## src/hdl/wmmd_pkg.sv

```systemverilog
// Shared widths, codes and control structures of the min/max waveform decimator.
`timescale 1ns / 1ps
package wmmd_pkg;

    localparam int MAX_INTERVAL = 4096;

    localparam int SAMPLE_W    = 16;
    localparam int PIXEL_W     = 12;
    localparam int LEN_W       = $clog2(MAX_INTERVAL) + 1;
    localparam int COUNT_W     = LEN_W - 1;
    localparam int HALF_W      = LEN_W - 1;
    localparam int ACC_W       = SAMPLE_W + LEN_W - 1;
    localparam int VPP_W       = 2;
    localparam int OPT_W       = 2;
    localparam int CFG_INDEX_W = 2;
    localparam int CFG_DATA_W  = LEN_W;

    typedef enum logic [CFG_INDEX_W-1:0] {
        REG_SAMPLES_PER_INTERVAL = 2'd0,
        REG_VALUES_PER_PIXEL     = 2'd1,
        REG_PAIR_OPTION          = 2'd2
    } cfg_index_t;

    localparam logic [VPP_W-1:0] VPP_SINGLE    = 2'd1;
    localparam logic [OPT_W-1:0] OPT_DIRECTION = 2'd0;
    localparam logic [OPT_W-1:0] OPT_MEANS     = 2'd1;
    localparam logic [OPT_W-1:0] OPT_MAX_MIN   = 2'd2;

    localparam logic [LEN_W-1:0] SPI_RESET = 13'd2;
    localparam logic [VPP_W-1:0] VPP_RESET = 2'd2;
    localparam logic [OPT_W-1:0] OPT_RESET = OPT_DIRECTION;

    typedef struct packed {
        logic accept;
        logic div_start;
        logic div_sel;
        logic emit;
    } dp_cmd_t;

    typedef struct packed {
        logic last;
        logic need_div;
        logic div_done;
    } dp_status_t;

endpackage

```

## src/hdl/wmmd_sample_if.sv

```systemverilog
// Input sample channel: valid/ready handshake with the sample payload.
`timescale 1ns / 1ps
interface wmmd_sample_if;
    import wmmd_pkg::*;

    logic                       valid;
    logic                       ready;
    logic signed [SAMPLE_W-1:0] sample;
    logic [PIXEL_W-1:0]         pixel_index;
    logic                       fresh;

    modport source (output valid, output sample, output pixel_index, output fresh, input ready);
    modport sink   (input valid, input sample, input pixel_index, input fresh, output ready);
endinterface

```

## src/hdl/wmmd_pixel_if.sv

```systemverilog
// Output pixel channel: valid/ready handshake with the envelope pair payload.
`timescale 1ns / 1ps
interface wmmd_pixel_if;
    import wmmd_pkg::*;

    logic                       valid;
    logic                       ready;
    logic [PIXEL_W-1:0]         out_pixel;
    logic signed [SAMPLE_W-1:0] first_value;
    logic signed [SAMPLE_W-1:0] second_value;

    modport source (output valid, output out_pixel, output first_value, output second_value,
                    input ready);
    modport sink   (input valid, input out_pixel, input first_value, input second_value,
                    output ready);
endinterface

```

## src/hdl/wmmd_divider.sv

```systemverilog
// Iterative signed-by-unsigned divider, one quotient bit per cycle, truncating toward zero.
`timescale 1ns / 1ps
module wmmd_divider (
    input  logic                              clk,
    input  logic                              rst_n,
    input  logic                              start,
    input  logic signed [wmmd_pkg::ACC_W-1:0] dividend,
    input  logic [wmmd_pkg::HALF_W-1:0]       divisor,
    output logic                              done,
    output logic signed [wmmd_pkg::ACC_W-1:0] quotient
);
    import wmmd_pkg::*;

    localparam int STEP_W = $clog2(ACC_W);

    logic                    busy_reg,  busy_next;
    logic                    done_reg,  done_next;
    logic [STEP_W-1:0]       step_reg,  step_next;
    logic [HALF_W-1:0]       rem_reg,   rem_next;
    logic [ACC_W-1:0]        quo_reg,   quo_next;
    logic [HALF_W-1:0]       dvs_reg,   dvs_next;
    logic                    neg_reg,   neg_next;
    logic signed [ACC_W-1:0] res_reg,   res_next;

    logic [HALF_W:0]   rem_shift;
    logic [HALF_W:0]   rem_sub;
    logic              fits;
    logic [ACC_W-1:0]  quo_step;
    logic [ACC_W-1:0]  magnitude;

    always_comb
    begin
        rem_shift = {rem_reg, quo_reg[ACC_W-1]};
        fits      = rem_shift >= {1'b0, dvs_reg};
        rem_sub   = rem_shift - {1'b0, dvs_reg};
        quo_step  = {quo_reg[ACC_W-2:0], fits};
        magnitude = dividend[ACC_W-1] ? (~dividend + 1'b1) : dividend;

        busy_next = busy_reg;
        done_next = 1'b0;
        step_next = step_reg;
        rem_next  = rem_reg;
        quo_next  = quo_reg;
        dvs_next  = dvs_reg;
        neg_next  = neg_reg;
        res_next  = res_reg;

        if (start)
        begin
            busy_next = 1'b1;
            step_next = '0;
            rem_next  = '0;
            quo_next  = magnitude;
            dvs_next  = divisor;
            neg_next  = dividend[ACC_W-1];
        end
        else if (busy_reg)
        begin
            rem_next  = fits ? rem_sub[HALF_W-1:0] : rem_shift[HALF_W-1:0];
            quo_next  = quo_step;
            step_next = step_reg + 1'b1;
            if (step_reg == STEP_W'(ACC_W - 1))
            begin
                busy_next = 1'b0;
                done_next = 1'b1;
                if (dvs_reg == '0)
                    res_next = '0;
                else if (neg_reg)
                    res_next = ~quo_step + 1'b1;
                else
                    res_next = quo_step;
            end
        end
    end

    always_ff @(posedge clk or negedge rst_n)
    begin
        if (!rst_n)
        begin
            busy_reg <= 1'b0;
            done_reg <= 1'b0;
            step_reg <= '0;
        end
        else
        begin
            busy_reg <= busy_next;
            done_reg <= done_next;
            step_reg <= step_next;
        end
    end

    always_ff @(posedge clk)
    begin
        rem_reg <= rem_next;
        quo_reg <= quo_next;
        dvs_reg <= dvs_next;
        neg_reg <= neg_next;
        res_reg <= res_next;
    end

    assign done     = done_reg;
    assign quotient = res_reg;

endmodule

```

## src/hdl/wmmd_datapath.sv

```systemverilog
// Datapath: configuration registers, interval accumulators, half means and output pair.
`timescale 1ns / 1ps
module wmmd_datapath (
    input  logic                                   clk,
    input  logic                                   rst_n,
    input  logic                                   cfg_write_en,
    input  logic [wmmd_pkg::CFG_INDEX_W-1:0]       cfg_index,
    input  logic [wmmd_pkg::CFG_DATA_W-1:0]        cfg_data,
    input  logic signed [wmmd_pkg::SAMPLE_W-1:0]   sample,
    input  logic [wmmd_pkg::PIXEL_W-1:0]           pixel_index,
    input  logic                                   fresh,
    input  wmmd_pkg::dp_cmd_t                      cmd,
    output wmmd_pkg::dp_status_t                   status,
    output logic [wmmd_pkg::PIXEL_W-1:0]           out_pixel,
    output logic signed [wmmd_pkg::SAMPLE_W-1:0]   first_value,
    output logic signed [wmmd_pkg::SAMPLE_W-1:0]   second_value
);
    import wmmd_pkg::*;

    logic [LEN_W-1:0]          spi_reg;
    logic [VPP_W-1:0]          vpp_reg;
    logic [OPT_W-1:0]          opt_reg;

    logic [COUNT_W-1:0]        count_reg,   count_next;
    logic signed [ACC_W-1:0]   min_reg,     min_next;
    logic signed [ACC_W-1:0]   max_reg,     max_next;
    logic signed [ACC_W-1:0]   sum1_reg,    sum1_next;
    logic signed [ACC_W-1:0]   sum2_reg,    sum2_next;
    logic signed [SAMPLE_W-1:0] first_reg,  first_next;
    logic [PIXEL_W-1:0]        pixel_reg,   pixel_next;
    logic signed [ACC_W-1:0]   hfirst_reg,  hfirst_next;
    logic signed [ACC_W-1:0]   hsecond_reg, hsecond_next;
    logic signed [ACC_W-1:0]   y1_reg,      y1_next;
    logic signed [ACC_W-1:0]   y2_reg,      y2_next;
    logic [PIXEL_W-1:0]        opix_reg,    opix_next;
    logic signed [SAMPLE_W-1:0] ofirst_reg, ofirst_next;
    logic signed [SAMPLE_W-1:0] osecond_reg, osecond_next;

    logic [LEN_W-1:0]          n_len;
    logic [HALF_W-1:0]         n1;
    logic [HALF_W-1:0]         n2;
    logic                      is_first;
    logic [LEN_W-1:0]          count_inc;
    logic signed [ACC_W-1:0]   s_ext;
    logic signed [ACC_W-1:0]   base_min;
    logic signed [ACC_W-1:0]   base_max;
    logic signed [ACC_W-1:0]   sum1_base;
    logic signed [ACC_W-1:0]   sum2_base;
    logic signed [ACC_W-1:0]   pair_a;
    logic signed [ACC_W-1:0]   pair_b;
    logic signed [ACC_W-1:0]   div_dividend;
    logic [HALF_W-1:0]         div_divisor;
    logic                      div_done;
    logic signed [ACC_W-1:0]   div_quotient;

    always_ff @(posedge clk or negedge rst_n)
    begin
        if (!rst_n)
        begin
            spi_reg <= SPI_RESET;
            vpp_reg <= VPP_RESET;
            opt_reg <= OPT_RESET;
        end
        else if (cfg_write_en)
        begin
            unique case (cfg_index)
                REG_SAMPLES_PER_INTERVAL: spi_reg <= cfg_data;
                REG_VALUES_PER_PIXEL:     vpp_reg <= cfg_data[VPP_W-1:0];
                REG_PAIR_OPTION:          opt_reg <= cfg_data[OPT_W-1:0];
                default:                  spi_reg <= spi_reg;
            endcase
        end
    end

    always_comb
    begin
        if (spi_reg == '0)
            n_len = LEN_W'(1);
        else if (spi_reg > LEN_W'(MAX_INTERVAL))
            n_len = LEN_W'(MAX_INTERVAL);
        else
            n_len = spi_reg;
        n1 = n_len[LEN_W-1:1];
        n2 = HALF_W'(n_len - {1'b0, n1});
    end

    assign is_first  = count_reg == '0;
    assign count_inc = {1'b0, count_reg} + 1'b1;
    assign s_ext     = {{(ACC_W-SAMPLE_W){sample[SAMPLE_W-1]}}, sample};
    assign base_min  = is_first ? (fresh ? s_ext : hfirst_reg)  : min_reg;
    assign base_max  = is_first ? (fresh ? s_ext : hsecond_reg) : max_reg;
    assign sum1_base = is_first ? '0 : sum1_reg;
    assign sum2_base = is_first ? '0 : sum2_reg;

    assign status.last     = count_inc >= n_len;
    assign status.need_div = (vpp_reg != VPP_SINGLE) && (opt_reg != OPT_MAX_MIN);
    assign status.div_done = div_done;

    assign div_dividend = cmd.div_sel ? sum2_reg : sum1_reg;
    assign div_divisor  = cmd.div_sel ? n2 : n1;

    wmmd_divider u_divider (
        .clk      (clk),
        .rst_n    (rst_n),
        .start    (cmd.div_start),
        .dividend (div_dividend),
        .divisor  (div_divisor),
        .done     (div_done),
        .quotient (div_quotient)
    );

    always_comb
    begin
        if (vpp_reg == VPP_SINGLE)
        begin
            pair_a = {{(ACC_W-SAMPLE_W){first_reg[SAMPLE_W-1]}}, first_reg};
            pair_b = '0;
        end
        else
        begin
            unique case (opt_reg)
                OPT_DIRECTION:
                begin
                    pair_a = (y1_reg > y2_reg) ? max_reg : min_reg;
                    pair_b = (y1_reg > y2_reg) ? min_reg : max_reg;
                end
                OPT_MAX_MIN:
                begin
                    pair_a = max_reg;
                    pair_b = min_reg;
                end
                default:
                begin
                    pair_a = y1_reg;
                    pair_b = y2_reg;
                end
            endcase
        end
    end

    always_comb
    begin
        count_next   = count_reg;
        min_next     = min_reg;
        max_next     = max_reg;
        sum1_next    = sum1_reg;
        sum2_next    = sum2_reg;
        first_next   = first_reg;
        pixel_next   = pixel_reg;
        hfirst_next  = hfirst_reg;
        hsecond_next = hsecond_reg;
        y1_next      = y1_reg;
        y2_next      = y2_reg;
        opix_next    = opix_reg;
        ofirst_next  = ofirst_reg;
        osecond_next = osecond_reg;

        if (cmd.accept)
        begin
            if (is_first)
            begin
                first_next = sample;
                pixel_next = pixel_index;
            end
            if (count_reg < n1)
            begin
                sum1_next = sum1_base + s_ext;
                sum2_next = sum2_base;
            end
            else
            begin
                sum1_next = sum1_base;
                sum2_next = sum2_base + s_ext;
            end
            min_next = base_min;
            max_next = base_max;
            if (s_ext < base_min)
                min_next = s_ext;
            else if (s_ext > base_max)
                max_next = s_ext;
            count_next = status.last ? '0 : count_inc[COUNT_W-1:0];
        end

        if (div_done)
        begin
            if (cmd.div_sel)
                y2_next = div_quotient;
            else
                y1_next = div_quotient;
        end

        if (cmd.emit)
        begin
            hfirst_next  = pair_a;
            hsecond_next = pair_b;
            opix_next    = pixel_reg;
            ofirst_next  = pair_a[SAMPLE_W-1:0];
            osecond_next = pair_b[SAMPLE_W-1:0];
        end
    end

    always_ff @(posedge clk or negedge rst_n)
    begin
        if (!rst_n)
        begin
            count_reg   <= '0;
            hfirst_reg  <= '0;
            hsecond_reg <= '0;
        end
        else
        begin
            count_reg   <= count_next;
            hfirst_reg  <= hfirst_next;
            hsecond_reg <= hsecond_next;
        end
    end

    always_ff @(posedge clk)
    begin
        min_reg     <= min_next;
        max_reg     <= max_next;
        sum1_reg    <= sum1_next;
        sum2_reg    <= sum2_next;
        first_reg   <= first_next;
        pixel_reg   <= pixel_next;
        y1_reg      <= y1_next;
        y2_reg      <= y2_next;
        opix_reg    <= opix_next;
        ofirst_reg  <= ofirst_next;
        osecond_reg <= osecond_next;
    end

    assign out_pixel    = opix_reg;
    assign first_value  = ofirst_reg;
    assign second_value = osecond_reg;

endmodule

```

## src/hdl/wmmd_controller.sv

```systemverilog
// Controller: sequences accumulation, the two half-mean divisions and the output register.
`timescale 1ns / 1ps
module wmmd_controller (
    input  logic                 clk,
    input  logic                 rst_n,
    input  logic                 in_valid,
    output logic                 in_ready,
    output logic                 out_valid,
    input  logic                 out_ready,
    input  wmmd_pkg::dp_status_t status,
    output wmmd_pkg::dp_cmd_t    cmd
);
    import wmmd_pkg::*;

    typedef enum logic [2:0] {
        S_ACCUM,
        S_START1,
        S_WAIT1,
        S_START2,
        S_WAIT2,
        S_EMIT
    } state_t;

    state_t state_reg, state_next;
    logic   out_valid_reg, out_valid_next;

    always_comb
    begin
        in_ready      = state_reg == S_ACCUM;
        cmd.accept    = in_valid && in_ready;
        cmd.div_start = (state_reg == S_START1) || (state_reg == S_START2);
        cmd.div_sel   = (state_reg == S_START2) || (state_reg == S_WAIT2);
        cmd.emit      = (state_reg == S_EMIT) && (!out_valid_reg || out_ready);

        state_next = state_reg;
        unique case (state_reg)
            S_ACCUM:
                if (cmd.accept && status.last)
                    state_next = status.need_div ? S_START1 : S_EMIT;
            S_START1:
                state_next = S_WAIT1;
            S_WAIT1:
                if (status.div_done)
                    state_next = S_START2;
            S_START2:
                state_next = S_WAIT2;
            S_WAIT2:
                if (status.div_done)
                    state_next = S_EMIT;
            S_EMIT:
                if (cmd.emit)
                    state_next = S_ACCUM;
            default:
                state_next = S_ACCUM;
        endcase

        if (cmd.emit)
            out_valid_next = 1'b1;
        else if (out_ready)
            out_valid_next = 1'b0;
        else
            out_valid_next = out_valid_reg;
    end

    always_ff @(posedge clk or negedge rst_n)
    begin
        if (!rst_n)
        begin
            state_reg     <= S_ACCUM;
            out_valid_reg <= 1'b0;
        end
        else
        begin
            state_reg     <= state_next;
            out_valid_reg <= out_valid_next;
        end
    end

    assign out_valid = out_valid_reg;

    a_emit_fills_output: assert property (@(posedge clk) disable iff (!rst_n)
        cmd.emit |=> out_valid_reg)
        else $error("emitted pair not presented on the output");

    a_done_only_waiting: assert property (@(posedge clk) disable iff (!rst_n)
        status.div_done |-> (state_reg == S_WAIT1 || state_reg == S_WAIT2))
        else $error("divider finished outside a wait state");

    a_last_blocks_input: assert property (@(posedge clk) disable iff (!rst_n)
        (cmd.accept && status.last) |=> !in_ready)
        else $error("input accepted before closing interval was emitted");

    a_div_path_taken: assert property (@(posedge clk) disable iff (!rst_n)
        (cmd.accept && status.last && status.need_div) |=> (state_reg == S_START1))
        else $error("half-mean division skipped");

endmodule

```

## src/hdl/waveform_min_max_decimator_unit.sv

```systemverilog
// Top level of the min/max waveform decimator: channels, configuration port and sub-blocks.
`timescale 1ns / 1ps
// Folds a stream of signed 16-bit samples into one display pair per pixel interval.
// A sample that does not close an interval never holds the input. A closing sample
// with one value per pixel, or with the plain max/min option, holds the input while
// the pair is loaded into the output register. With the ordered min/max or half-mean
// options the two half sums go in turn through one shared divider that yields one
// quotient bit per cycle over 28 bits, and a closing sample holds the input through
// both divisions and the load into the output register. The next interval is taken
// while a finished pair still waits in the output register; a closing sample waits
// longer only if that register is still occupied. Configuration writes are registered,
// never restart an interval, and must be made while no interval is being closed.
module waveform_min_max_decimator_unit (
    input  logic                              clk,
    input  logic                              rst_n,
    wmmd_sample_if.sink                       samples,
    wmmd_pixel_if.source                      pixels,
    input  logic                              cfg_write_en,
    input  logic [wmmd_pkg::CFG_INDEX_W-1:0]  cfg_index,
    input  logic [wmmd_pkg::CFG_DATA_W-1:0]   cfg_data
);
    import wmmd_pkg::*;

    dp_cmd_t    cmd;
    dp_status_t status;

    wmmd_controller u_controller (
        .clk       (clk),
        .rst_n     (rst_n),
        .in_valid  (samples.valid),
        .in_ready  (samples.ready),
        .out_valid (pixels.valid),
        .out_ready (pixels.ready),
        .status    (status),
        .cmd       (cmd)
    );

    wmmd_datapath u_datapath (
        .clk          (clk),
        .rst_n        (rst_n),
        .cfg_write_en (cfg_write_en),
        .cfg_index    (cfg_index),
        .cfg_data     (cfg_data),
        .sample       (samples.sample),
        .pixel_index  (samples.pixel_index),
        .fresh        (samples.fresh),
        .cmd          (cmd),
        .status       (status),
        .out_pixel    (pixels.out_pixel),
        .first_value  (pixels.first_value),
        .second_value (pixels.second_value)
    );

endmodule
```

## src/flat_wrapper.sv

```systemverilog
// flat-port wrapper written by rule: the top's interface ports become plain ports
module waveform_min_max_decimator_unit_flat import wmmd_pkg::*;
  (clk, rst_n, cfg_write_en, cfg_index, cfg_data, samples_valid, samples_sample, samples_pixel_index, samples_fresh, samples_ready, pixels_valid, pixels_out_pixel, pixels_first_value, pixels_second_value, pixels_ready);
  wmmd_sample_if samples_i ();
  wmmd_pixel_if pixels_i ();
  input  logic clk;
  input  logic rst_n;
  input  logic cfg_write_en;
  input  logic [wmmd_pkg::CFG_INDEX_W-1:0] cfg_index;
  input  logic [wmmd_pkg::CFG_DATA_W-1:0] cfg_data;
  input wire logic [$bits(samples_i.valid)-1:0] samples_valid;
  input wire logic [$bits(samples_i.sample)-1:0] samples_sample;
  input wire logic [$bits(samples_i.pixel_index)-1:0] samples_pixel_index;
  input wire logic [$bits(samples_i.fresh)-1:0] samples_fresh;
  output wire logic [$bits(samples_i.ready)-1:0] samples_ready;
  output wire logic [$bits(pixels_i.valid)-1:0] pixels_valid;
  output wire logic [$bits(pixels_i.out_pixel)-1:0] pixels_out_pixel;
  output wire logic [$bits(pixels_i.first_value)-1:0] pixels_first_value;
  output wire logic [$bits(pixels_i.second_value)-1:0] pixels_second_value;
  input wire logic [$bits(pixels_i.ready)-1:0] pixels_ready;
  assign samples_i.valid = samples_valid;
  assign samples_i.sample = samples_sample;
  assign samples_i.pixel_index = samples_pixel_index;
  assign samples_i.fresh = samples_fresh;
  assign samples_ready = samples_i.ready;
  assign pixels_valid = pixels_i.valid;
  assign pixels_out_pixel = pixels_i.out_pixel;
  assign pixels_first_value = pixels_i.first_value;
  assign pixels_second_value = pixels_i.second_value;
  assign pixels_i.ready = pixels_ready;
  waveform_min_max_decimator_unit u_core (.clk(clk), .rst_n(rst_n), .samples(samples_i), .pixels(pixels_i), .cfg_write_en(cfg_write_en), .cfg_index(cfg_index), .cfg_data(cfg_data));
endmodule
```

## config.mk

```make
export PLATFORM = sky130hd
export DESIGN_NAME = waveform_min_max_decimator_unit_flat
export DESIGN_NICKNAME = d
export VERILOG_FILES = /design/src/hdl/wmmd_pkg.sv /design/src/hdl/wmmd_sample_if.sv /design/src/hdl/wmmd_pixel_if.sv /design/src/hdl/wmmd_divider.sv /design/src/hdl/wmmd_datapath.sv /design/src/hdl/wmmd_controller.sv /design/src/hdl/waveform_min_max_decimator_unit.sv /design/src/flat_wrapper.sv
export SDC_FILE = /design/constraint.sdc
export NUM_CORES = 1
export LEC_CHECK = 0
export ABC_AREA = 0
export BUFFER_PORTS_ARGS = -buffer_cell sky130_fd_sc_hd__clkbuf_2
export CAP_MARGIN = 0
export CORE_ASPECT_RATIO = 1.5
export CORE_MARGIN = 2
export CORE_UTILIZATION = 50
export DETAILED_ROUTE_END_ITERATION = 8
export PLACE_DENSITY_LB_ADDON = 0.2
export SYNTH_ARGS = -nofsm -noshare
export SYNTH_HDL_FRONTEND = slang
export SYNTH_SLANG_ARGS = --single-unit
```

## constraint.sdc

```tcl
create_clock -name clk -period 6.2 [get_ports clk]
set_input_delay 1.86 -clock clk [delete_from_list [all_inputs] [get_ports clk]]
set_output_delay 1.86 -clock clk [all_outputs]
set_load 0.05 [all_outputs]
```

# --- Word level (Yosys, flattened, before mapping) ---
# Index checks and enable logic that the tools add are counted.
# Widths: inputs -> output; s select.
totals:
  in_bits: 49
  out_inout_bits: 46
  latch_bits: 0
  rom_bits: 0
  mem_count: 0
  ramBits: 0
  wordCells: 129
  regBits: 417
op_classes:
  mul: 0
  magnitude_cmp: 7
  div_mod_pow: 0
  n_bitwise: 4
  mux: 43
  reduce_logical: 24
  shifts: 0
  eq_ne: 16
  addsub: 8
ops:
  columns: ["operator", "n"]
  rows:
  - ["$mux 28", 20]
  - ["$pmux 28 s2", 2]
  - ["$add 28x1->28 const B", 2]
  - ["$add 28x16->28", 2]
  - ["$not 28->28", 2]
  - ["$mux 12", 3]
  - ["$gt 16x28->1", 1]
  - ["$gt 28x28->1", 1]
  - ["$lt 16x28->1", 1]
  - ["$mux 13", 2]
  - ["$logic_not 12->1", 2]
  - ["$sub 12x12->12", 2]
  - ["$pmux 3 s6", 1]
  - ["$mux 3", 5]
  - ["$add 12x1->13 const B", 1]
  - ["$ge 13x12->1", 1]
  - ["$ge 13x13->1", 1]
  - ["$gt 13x13->1 const B", 1]
  - ["$logic_not 13->1", 1]
  - ["$lt 12x12->1", 1]
  - ["$reduce_and 2->1", 6]
  - ["$mux 5", 2]
  - ["$mux 1", 8]
  - ["$eq 3x2->1 const B", 2]
  - ["17 further kinds", 32]

# --- Depth between registers and ports, before layout ---
# Gate-level depths: netlist (run 1).
depth:
  depth_word: 7
  depth_mapped: 20

# --- By module ---
# Synthesis (run 1) repeated with hierarchy kept, for this count alone.
unflattened:
  hier_cells: 2554
  area_unflattened_um2: 26324.0
by_module_without_submodules:
  columns: ["module", "seq_area_each_um2", "cells_per_inst", "instances", "area_each_um2"]
  rows:
  - ["wmmd_datapath", 9336.5, 1980, 1, 20744.9]
  - ["wmmd_divider", 2487.4, 543, 1, 5275.1]
  - ["wmmd_controller", 100.1, 31, 1, 304.0]

# --- Worst setup path after synthesis (run 1) ---
# Ideal clock, no wire load.
synth_path:
  kind: "input-to-reg"
  start: "input port samples_valid"
  end: "register u_core.u_datapath.count_reg[6]"
  cell_stages: 5
  n_path_buf: 1
  slack_ps: -34
  t_arrival_ps: 6110
  setup_ps: 124
  required_ps: 6076
  path_cell_list: "nand2_1 -> inv_1 -> clkbuf_1 -> o21ai_0 -> a22o_1"
synth_rtl:
  columns: ["item", "line_no", "text"]
  rows:
  - ["from (decl)", "flat_wrapper.sv:11", "input wire logic [$bits(samples_i.valid)-1:0] samples_valid;"]
  - ["to (signal assigned)", "wmmd_datapath.sv:212", "count_reg <= count_next;"]
  - ["to (decl)", "wmmd_datapath.sv:24", "logic [COUNT_W-1:0] count_reg, count_next;"]

# --- Worst setup path after layout (run 1) ---
layout_path:
  start: "register u_core.u_datapath.count_reg[0]"
  end: "register u_core.u_datapath.sum2_reg[26], data pin"
layout_between:
  elab_chain_len: 4
  word_cells_on_any_way: 5
layout_lines:
  columns: ["item", "line_no", "text"]
  rows:
  - ["$logic_not 12->1", "wmmd_datapath.sv:87", "assign is_first = count_reg == '0;"]
  - ["$mux 28", "wmmd_datapath.sv:93", "assign sum2_base = is_first ? '0 : sum2_reg;"]
  - ["$add 28x16->28", "wmmd_datapath.sv:173", "sum2_next = sum2_base + s_ext;"]
  - ["$mux 28 (*)", "wmmd_datapath.sv:165", "if (count_reg < n1)"]
  - ["to (signal assigned)", "wmmd_datapath.sv:223", "sum2_reg <= sum2_next;"]
  - ["to (decl)", "wmmd_datapath.sv:28", "logic signed [ACC_W-1:0] sum2_reg, sum2_next;"]
# Every way passes the cells marked *; elsewhere a longest branch is shown, timed or not.
# A chain may end at the register's enable or synchronous reset.

==> parameters.txt, run 1 <==
Parameter                              Value

Power and ir drop
  Power density over the cells    534.2 nW/um^2
  Final Power    roughly 0.015 W
  Leakage power total    approximately 12 nW
  Max VDD drop    roughly 290 uV

Die
  Total die area    roughly 54000 um^2
  Std-Cell Core Area    slightly above 50000 um^2
  I/O pin count    95
  Die Y-Extent    between 200 and 300 um
  Initial cell density of the core    between 50% and 60%
  Horiz. Die Dim    190.9 um
  Number of core rows    roughly 100

Drt
  DRT Wirelength    about 70 mm
  # DRC    0
  Vias after detailed routing    about 20000
  Average wire length per cell after detail routing    between 20 and 25 um
  Ratio of routed vias to standard cells    5.993
  Number of antenna-violating nets in the routed design    0
  Number of detailed-routing iterations run before antenna repair    5
  Drt initial violations    around 1300

Critical path
  Worst setup EP type    register
  Largest stage delay on the critical path    about 650 ps
  Cell-by-cell trace of the critical path    inv_1 > ha_1 > nor4b_1 > nand3_4 > and2_1 > ha_1 > fa_1 > a21o_1 > nand4_1 > nand2_1 > a221oi_1 > o31ai_1 > o41ai_1 > o21ai_0 > xnor2_1 > o21ai_0
  Startpoint-to-endpoint class of the critical path    reg -> reg
  Top fanout value on the critical path    13
  Worst Path Required    roughly 6500 ps
  Type of element launching the critical path    register
  Slowest stage cell, crit path    sky130_fd_sc_hd__a221oi_1
  Endpoint arrival time on the critical path    around 5400 ps

Synth
  Post-Synthesis Net Count    2893
  Share of synthesized area occupied by flip-flops and latches    a little under half
  Fraction of synthesized cell area taken by the top area cell type    35.41%
  Largest cells by area after synthesis    sky130_fd_sc_hd__edfxtp_1, sky130_fd_sc_hd__ha_1, sky130_fd_sc_hd__dfrtp_1, sky130_fd_sc_hd__o21ai_0, sky130_fd_sc_hd__a21oi_1
  Mean post-synth cell area    ~9.9 um^2
  Post-synth EDFFs    a little over 300
  Post-Syn Instances    2651
  Netlist Area Pre-Place    about 26000 um^2
  Main synth FF type    sky130_fd_sc_hd__edfxtp_1
  Yosys warns    0
  Number of different library cells in the post-synthesis netlist    78
  Post-synthesis register bit count    approximately 420
  Dominant cell type by area after synthesis    sky130_fd_sc_hd__edfxtp_1
  Share of flip-flops with an asynchronous set or reset after synthesis    23.02%

STA
  Max-Slew Margin vs Limit    approximately 30%
  Number of max-slew violations in the final report    0
  Time the final worst path needs with I/O delays and setup    slightly above 5000 ps
  Number of hold-slack violations in the final timing report    0
  Maximum frequency from static timing analysis    between 150 and 200 MHz
  Setup Skew    just under 40 ps
  Slew of the pin with the lowest slew margin    around 1000 ps
  Fraction of the cycle the final worst path needs    around four fifths
  TNS Setup    0 ps
  Unrepaired setup endpoints after global routing    false
  Setup Viol. Count Final    0

Global routing
  Gr ovfl total    0
  Number of antenna violations at the first check in global routing    0
  Number of global-route vias before repair    ~20000
  Gr usage total    about 26%
  Wire length of the first global-routing pass    about 110 mm
  Maximum number of pins on one net before global-route repair    137

CTS
  Number of sinks on the clock net    between 400 and 500
  Buffer levels on the longest clock path    3
  CTS clk-pin slew, worst paths    70 ps
  Skew-Pair Late Insertion Delay    600 ps
  H-tree depth    2
  Number of gates resized after CTS    0
  TritonCTS buffer count    44
  Number of buffers inserted for hold repair after clock tree synthesis    0
  Setup Fix Bufs, Post-CTS    0
  TritonCTS clock tree    built
  Root Buffer Master    sky130_fd_sc_hd__clkbuf_16

Worst hold path
  Worst Hold Class    reg -> reg

Layout
  Highest-count cells in the layout ignoring fill and taps    sky130_fd_sc_hd__edfxtp_1, sky130_fd_sc_hd__nand2_1, sky130_fd_sc_hd__o21ai_0
  FF/Latch Area    between 10000 and 15000 um^2
  Fraction of final layout cells with drive strength greater than 1    approximately a tenth
  Diodes inserted    0
  Area growth syn-to-layout    10.48%
  Utilization of the core after routing    a little under three fifths
  Most common library cell in the layout ignoring fill and taps    sky130_fd_sc_hd__edfxtp_1
  Total Nets Final    ~3000
  Footprint of the multi-input gates    around 13000 um^2
  Filler cell count    4519

Place
  Input/output buffers    94
  GP Congestion    0.9035
  Post-detail-place hpwl    50.67 mm

Flow run
  Max Cap Violations    0

Run status
  Status    completed
kinds of logic (layout without fill, tap and decap cells):
kind of cell,count (synthesis),in the layout,synth area share [%]
AO/OA/AOI/OAI,774,774,18.20
flip-flops,417,417,45.50
AND/OR/NAND/NOR,774,774,14.12
XOR/XNOR,125,125,4.178
multiplexers,131,131,5.123
adder cells (fa/ha/maj),193,193,9.330
buffers and inverters,237,322,3.548
metrics by stage:
| stage | instance area (um^2) | hold slack (ps) | setup WS (ps) | std cells |
|---|---|---|---|---|
| 3_5_place_dp | 27420 | 407.4 | 730.8 | 3330 |
| 3_3_place_gp | 27420 | 401.0 | 836.5 | 3330 |
| 5_1_grt | 28950 | 432.3 | 708.8 | 3412 |
| 4_1_cts | 28950 | 423.2 | 1090 | 3412 |
| 6_report | 28950 | 421.3 | 1137 | 3412 |
| 2_1_floorplan | 26210 | 400.3 | 420.5 | 2651 |
critical path, delay by kind of cell, from the launching register on:
| family | cells | cell delay [ps] |
|---|---|---|
| fa+ha+maj | 3 | 800 |
| xor+xnor | 1 | 160 |
| buf+inv | 1 | 140 |
| flops | 1 | 440 |
| compound gates | 6 | 1930 |
| simple gates | 5 | 1280 |
cells in the mapped netlist, drive strengths merged (16+ instances only):
cell,instances
nand4,38
nor2,212
nor2b,51
xor2,70
xnor2,55
o31ai,58
o221ai,20
and2,60
nand2,259
a21oi,224
o21ai,244
ha,189
mux2,25
clkbuf,113
nand3,23
buf,22
inv,98
edfxtp,309
nor3,41
o21a,16
a21o,48
and3,16
a211oi,49
a31oi,20
dfrtp,94
mux2i,106
power by group:
group | leakage, nW | internal, W | switching (W) | total [W]
sequential | 4.05 | 0.00425 | 0.000690 | 0.00494
clock | 0.724 | 0.00165 | 0.00118 | 0.00282
combinational | 6.92 | 0.00314 | 0.00457 | 0.00770
layout make-up:
cell class | instances | share of cell area [%]
multi-input combinational | 1997 | 46.37
sequential | 417 | 41.19
clock buffer | 56 | 4.175
tap | 676 | 2.922
timing repair buffer | 138 | 2.904
inverter | 102 | 1.331
clock inverter | 26 | 1.111
final timing paths:
path                                                 from                                to  slack [ps]  cells after the start
setup / recovery           u_core.u_datapath.count_reg[0]    u_core.u_datapath.sum2_reg[26]        1140                     16
hold / removal             u_core.u_datapath.pixel_reg[0]    u_core.u_datapath.out_pixel[0]         420                      0
setup reg to reg           u_core.u_datapath.count_reg[0]    u_core.u_datapath.sum2_reg[26]        1140                     16
hold reg to reg            u_core.u_datapath.pixel_reg[0]    u_core.u_datapath.out_pixel[0]         420                      0
max in group asynchronous                           rst_n  u_core.u_datapath.hfirst_reg[12]        3930                      2
min in group asynchronous                           rst_n      u_core.u_datapath.spi_reg[5]        1280                      1
per-layer routing:
layer | vias up | track usage, % | routed length (um)
met5 | - | 0 | 0
met4 | 0 | 11.82 | 3263
met3 | 160 | 3.111 | 2963
met2 | 546 | 46.66 | 35880
met1 | 9879 | 29.59 | 27050
li1 | 9864 | - | -
Power figures use the tool's default switching activity.
==> run 2: changes to the inputs <==
- clock period: 6.2 -> 4.4 ns (I/O delays scaled with it)
==> run 2 against run 1 <==
Global-route usage up 0.88 points. Non-clock buffer count up 128. Sequential power up 40%. Count of clock-buffer cells in the layout down 5. Utilization up 2.2 points. Fmax up 19%. Cell count up 3.6%. Worst hold slack worse by 0.94 ps. Via count up 3.5%. Critical path depth up 3. Critical path type unchanged. Highest routed layer unchanged.
==> parameters.txt, run 2 (synthesis results as in run 1) <==
Parameter                              Value

Run status
  Status    completed

STA
  Number of hold-slack violations in the final timing report    0 (unchanged)
  Maximum frequency from static timing analysis    235.4 MHz (+19%)
  Setup Viol. Count Final    0 (unchanged)
  Time the final worst path needs with I/O delays and setup    4248 ps (-814.5 ps)
  Slew of the pin with the lowest slew margin    1082 ps (+41.72 ps)
  Unrepaired setup endpoints after global routing    true
  Fraction of the cycle the final worst path needs    96.55% (+15 points)
  TNS Setup    0 ps (unchanged)
  Hold WS    420.4 ps (-0.9440 ps)
  Number of max-slew violations in the final report    0 (unchanged)
  Setup Skew    22.47 ps (-16.96 ps)
  Max-Slew Margin vs Limit    27.80% (-2.4 points)

Critical path
  Startpoint of the lowest-slack register-to-register path    u_core.u_datapath.count_reg[0]
  Type of element launching the critical path    register
  Most repeated library cell on the critical path    sky130_fd_sc_hd__buf_4
  Worst reg2reg path depth    19 (+3)
  Slowest stage cell, crit path    sky130_fd_sc_hd__a221o_1
  Endpoint arrival time on the critical path    4690 ps (-660 ps)
  Cell-by-cell trace of the critical path    inv_1 > ha_1 > nor4b_4 > buf_4 > nand3_4 > buf_12 > buf_4 > and2_1 > ha_1 > a211o_1 > o211ai_1 > nand2b_1 > o31ai_1 > buf_4 > o2111ai_1 > a31oi_1 > o21ai_0 > a221o_1 > nand3_1
  Worst setup EP type    register
  Startpoint-to-endpoint class of the critical path    reg -> reg
  Worst Path Required    4850 ps (-1630 ps)
  Largest stage delay on the critical path    390 ps (-260 ps)
  Register-to-register setup slack    150 ps (-990 ps)
  Critical path buffers and inverters    5 (+4)
  Cell family with most CP delay    compound AO/OA/AOI/OAI gates
  Top fanout value on the critical path    8 (-5)
  Crit Reg-Reg Endpoint    u_core.u_datapath.sum1_reg[27]

Die
  Die Y-Extent    284.4 um (unchanged)
  Std-Cell Core Area    51690 um^2 (unchanged)
  Horiz. Die Dim    190.9 um (unchanged)
  I/O pin count    95 (unchanged)
  Total die area    54290 um^2 (unchanged)
  Number of core rows    102 (unchanged)
  Initial cell density of the core    50.70% (unchanged)

Layout
  Highest-count cells in the layout ignoring fill and taps    sky130_fd_sc_hd__edfxtp_1, sky130_fd_sc_hd__nand2_1, sky130_fd_sc_hd__o21ai_0
  Filler cell count    4465 (-1.2%)
  Most common library cell in the layout ignoring fill and taps    sky130_fd_sc_hd__edfxtp_1
  Total Nets Final    3068 (+4.3%)
  Area growth syn-to-layout    14.88%
  Fraction of final layout cells with drive strength greater than 1    14.41% (+4.5 points)
  Footprint of the multi-input gates    13530 um^2 (+0.76%)
  Diodes inserted    0 (unchanged)
  FF/Latch Area    11920 um^2 (unchanged)
  Area of all placed cells without fillers    30110 um^2 (+4.0%)

CTS
  TritonCTS clock tree    built
  Buffer levels on the longest clock path    3 (unchanged)
  TritonCTS buffer count    42 (-4.5%)
  Number of sinks on the clock net    417 (unchanged)
  H-tree depth    2 (unchanged)
  Skew-Pair Late Insertion Delay    580 ps (-20 ps)
  CTS clk-pin slew, worst paths    70 ps (about the same)
  Root Buffer Master    sky130_fd_sc_hd__clkbuf_16

Drt
  Number of detailed-routing iterations run before antenna repair    5 (unchanged)
  # DRC    0 (unchanged)
  Ratio of routed vias to standard cells    5.986 (-0.11%)
  DRT Wirelength    71.81 mm (+3.8%)
  Drt initial violations    1494 (+14%)
  Average wire length per cell after detail routing    20.31 um (+0.22%)
  Number of antenna-violating nets in the routed design    0 (unchanged)
  Vias after detailed routing    21160 (+3.5%)

Global routing
  Maximum number of pins on one net before global-route repair    87 (-36%)
  Gr ovfl total    0 (unchanged)
  Layer with the highest usage    met2
  Gr usage total    26.50% (+0.88 points)
  Number of global-route vias before repair    21010 (+2.6%)
  Met3 usage    3.210% (+0.099 points)
  Wire length of the first global-routing pass    113.2 mm (+3.1%)
  Met1 routing resource usage after global routing    31.15% (+1.6 points)
  Number of antenna violations at the first check in global routing    0 (unchanged)
  Global routing met2 resource utilization    48.08% (+1.4 points)

Worst hold path
  Worst Hold Class    reg -> reg
  Number of cells on the worst hold path    0 (unchanged)
  Source of the worst hold timing path    u_core.u_datapath.pixel_reg[1]
  End point of the worst hold path    u_core.u_datapath.out_pixel[1]

Place
  Input/output buffers    94 (unchanged)
  GP Congestion    0.9394 (+4.0%)
  Post-detail-place hpwl    52.71 mm (+4.0%)
  Dpl cell area    28480 um^2 (+3.9%)

Power and ir drop
  Final Power    0.02304 W (+49%)
  Leakage power total    12.37 nW (+5.8%)
  Max VDD drop    407.0 uV (+40%)
  Power density over the cells    765.2 nW/um^2 (+43%)

Flow run
  Max Cap Violations    0 (unchanged)
==> run 2: worst max path at each step <==
stage | from | end | slack [ps] | depth (start not counted)
final | u_core.u_datapath.count_reg[0] | u_core.u_datapath.sum1_reg[27] | 150 | 19
after global routing | u_core.u_datapath.count_reg[1] | u_core.u_datapath.max_reg[0] | -20 | 19
after CTS | u_core.u_datapath.count_reg[0] | u_core.u_datapath.sum1_reg[24] | 0.02 | 18
after detailed placement | samples_fresh | u_core.u_datapath.max_reg[9] | -280 | 17
after global placement | samples_fresh | u_core.u_datapath.max_reg[26] | -180 | 16
after floorplan | samples_fresh | u_core.u_datapath.max_reg[17] | 10 | 18
==> run 2: power by group <==
group / internal (W) / switching (W) / total [W]
clock: 0.00211 / 0.00161 / 0.00372
sequential: 0.00598 / 0.000956 / 0.00694
combinational: 0.00539 / 0.00699 / 0.0124
total: 0.0135 / 0.00955 / 0.0230
==> run 2: through the flow <==
step / utilization (%) / setup slack, ps / cells
6_report: 58.25 / 151.8 / 3535
5_1_grt: 58.25 / -21.18 / 3535
4_1_cts: 57.84 / 0.01688 / 3527
3_5_place_dp: 55.11 / -282.9 / 3449
3_3_place_gp: 55.11 / -179.9 / 3449
2_1_floorplan: - / 14.45 / 2651
==> run 2: area by class of cell <==
| cell class | instances | area share [%] |
|---|---|---|
| Timing Repair Buffer | 266 | 6.737 |
| Tap cell | 676 | 2.810 |
| Clock inverter | 26 | 0.9268 |
| Sequential cell | 417 | 39.61 |
| Inverter | 102 | 1.280 |
| Multi-Input combinational cell | 1997 | 44.93 |
| Clock buffer | 51 | 3.707 |
==> run 2: layer usage <==
metal / up-vias / share of wire [%]
li1: 10120 / -
met4: 0 / 4.5
met1: 10270 / 39
met3: 146 / 4.7
met5: - / 0
met2: 623 / 52
==> run 2: timing repair <==
item,CTS,global route
hold buffers,0,0
pin swaps,0,7
setup endpoints to repair,3,46
resized for setup,2,27
cloned,0,2
setup buffers,1,7
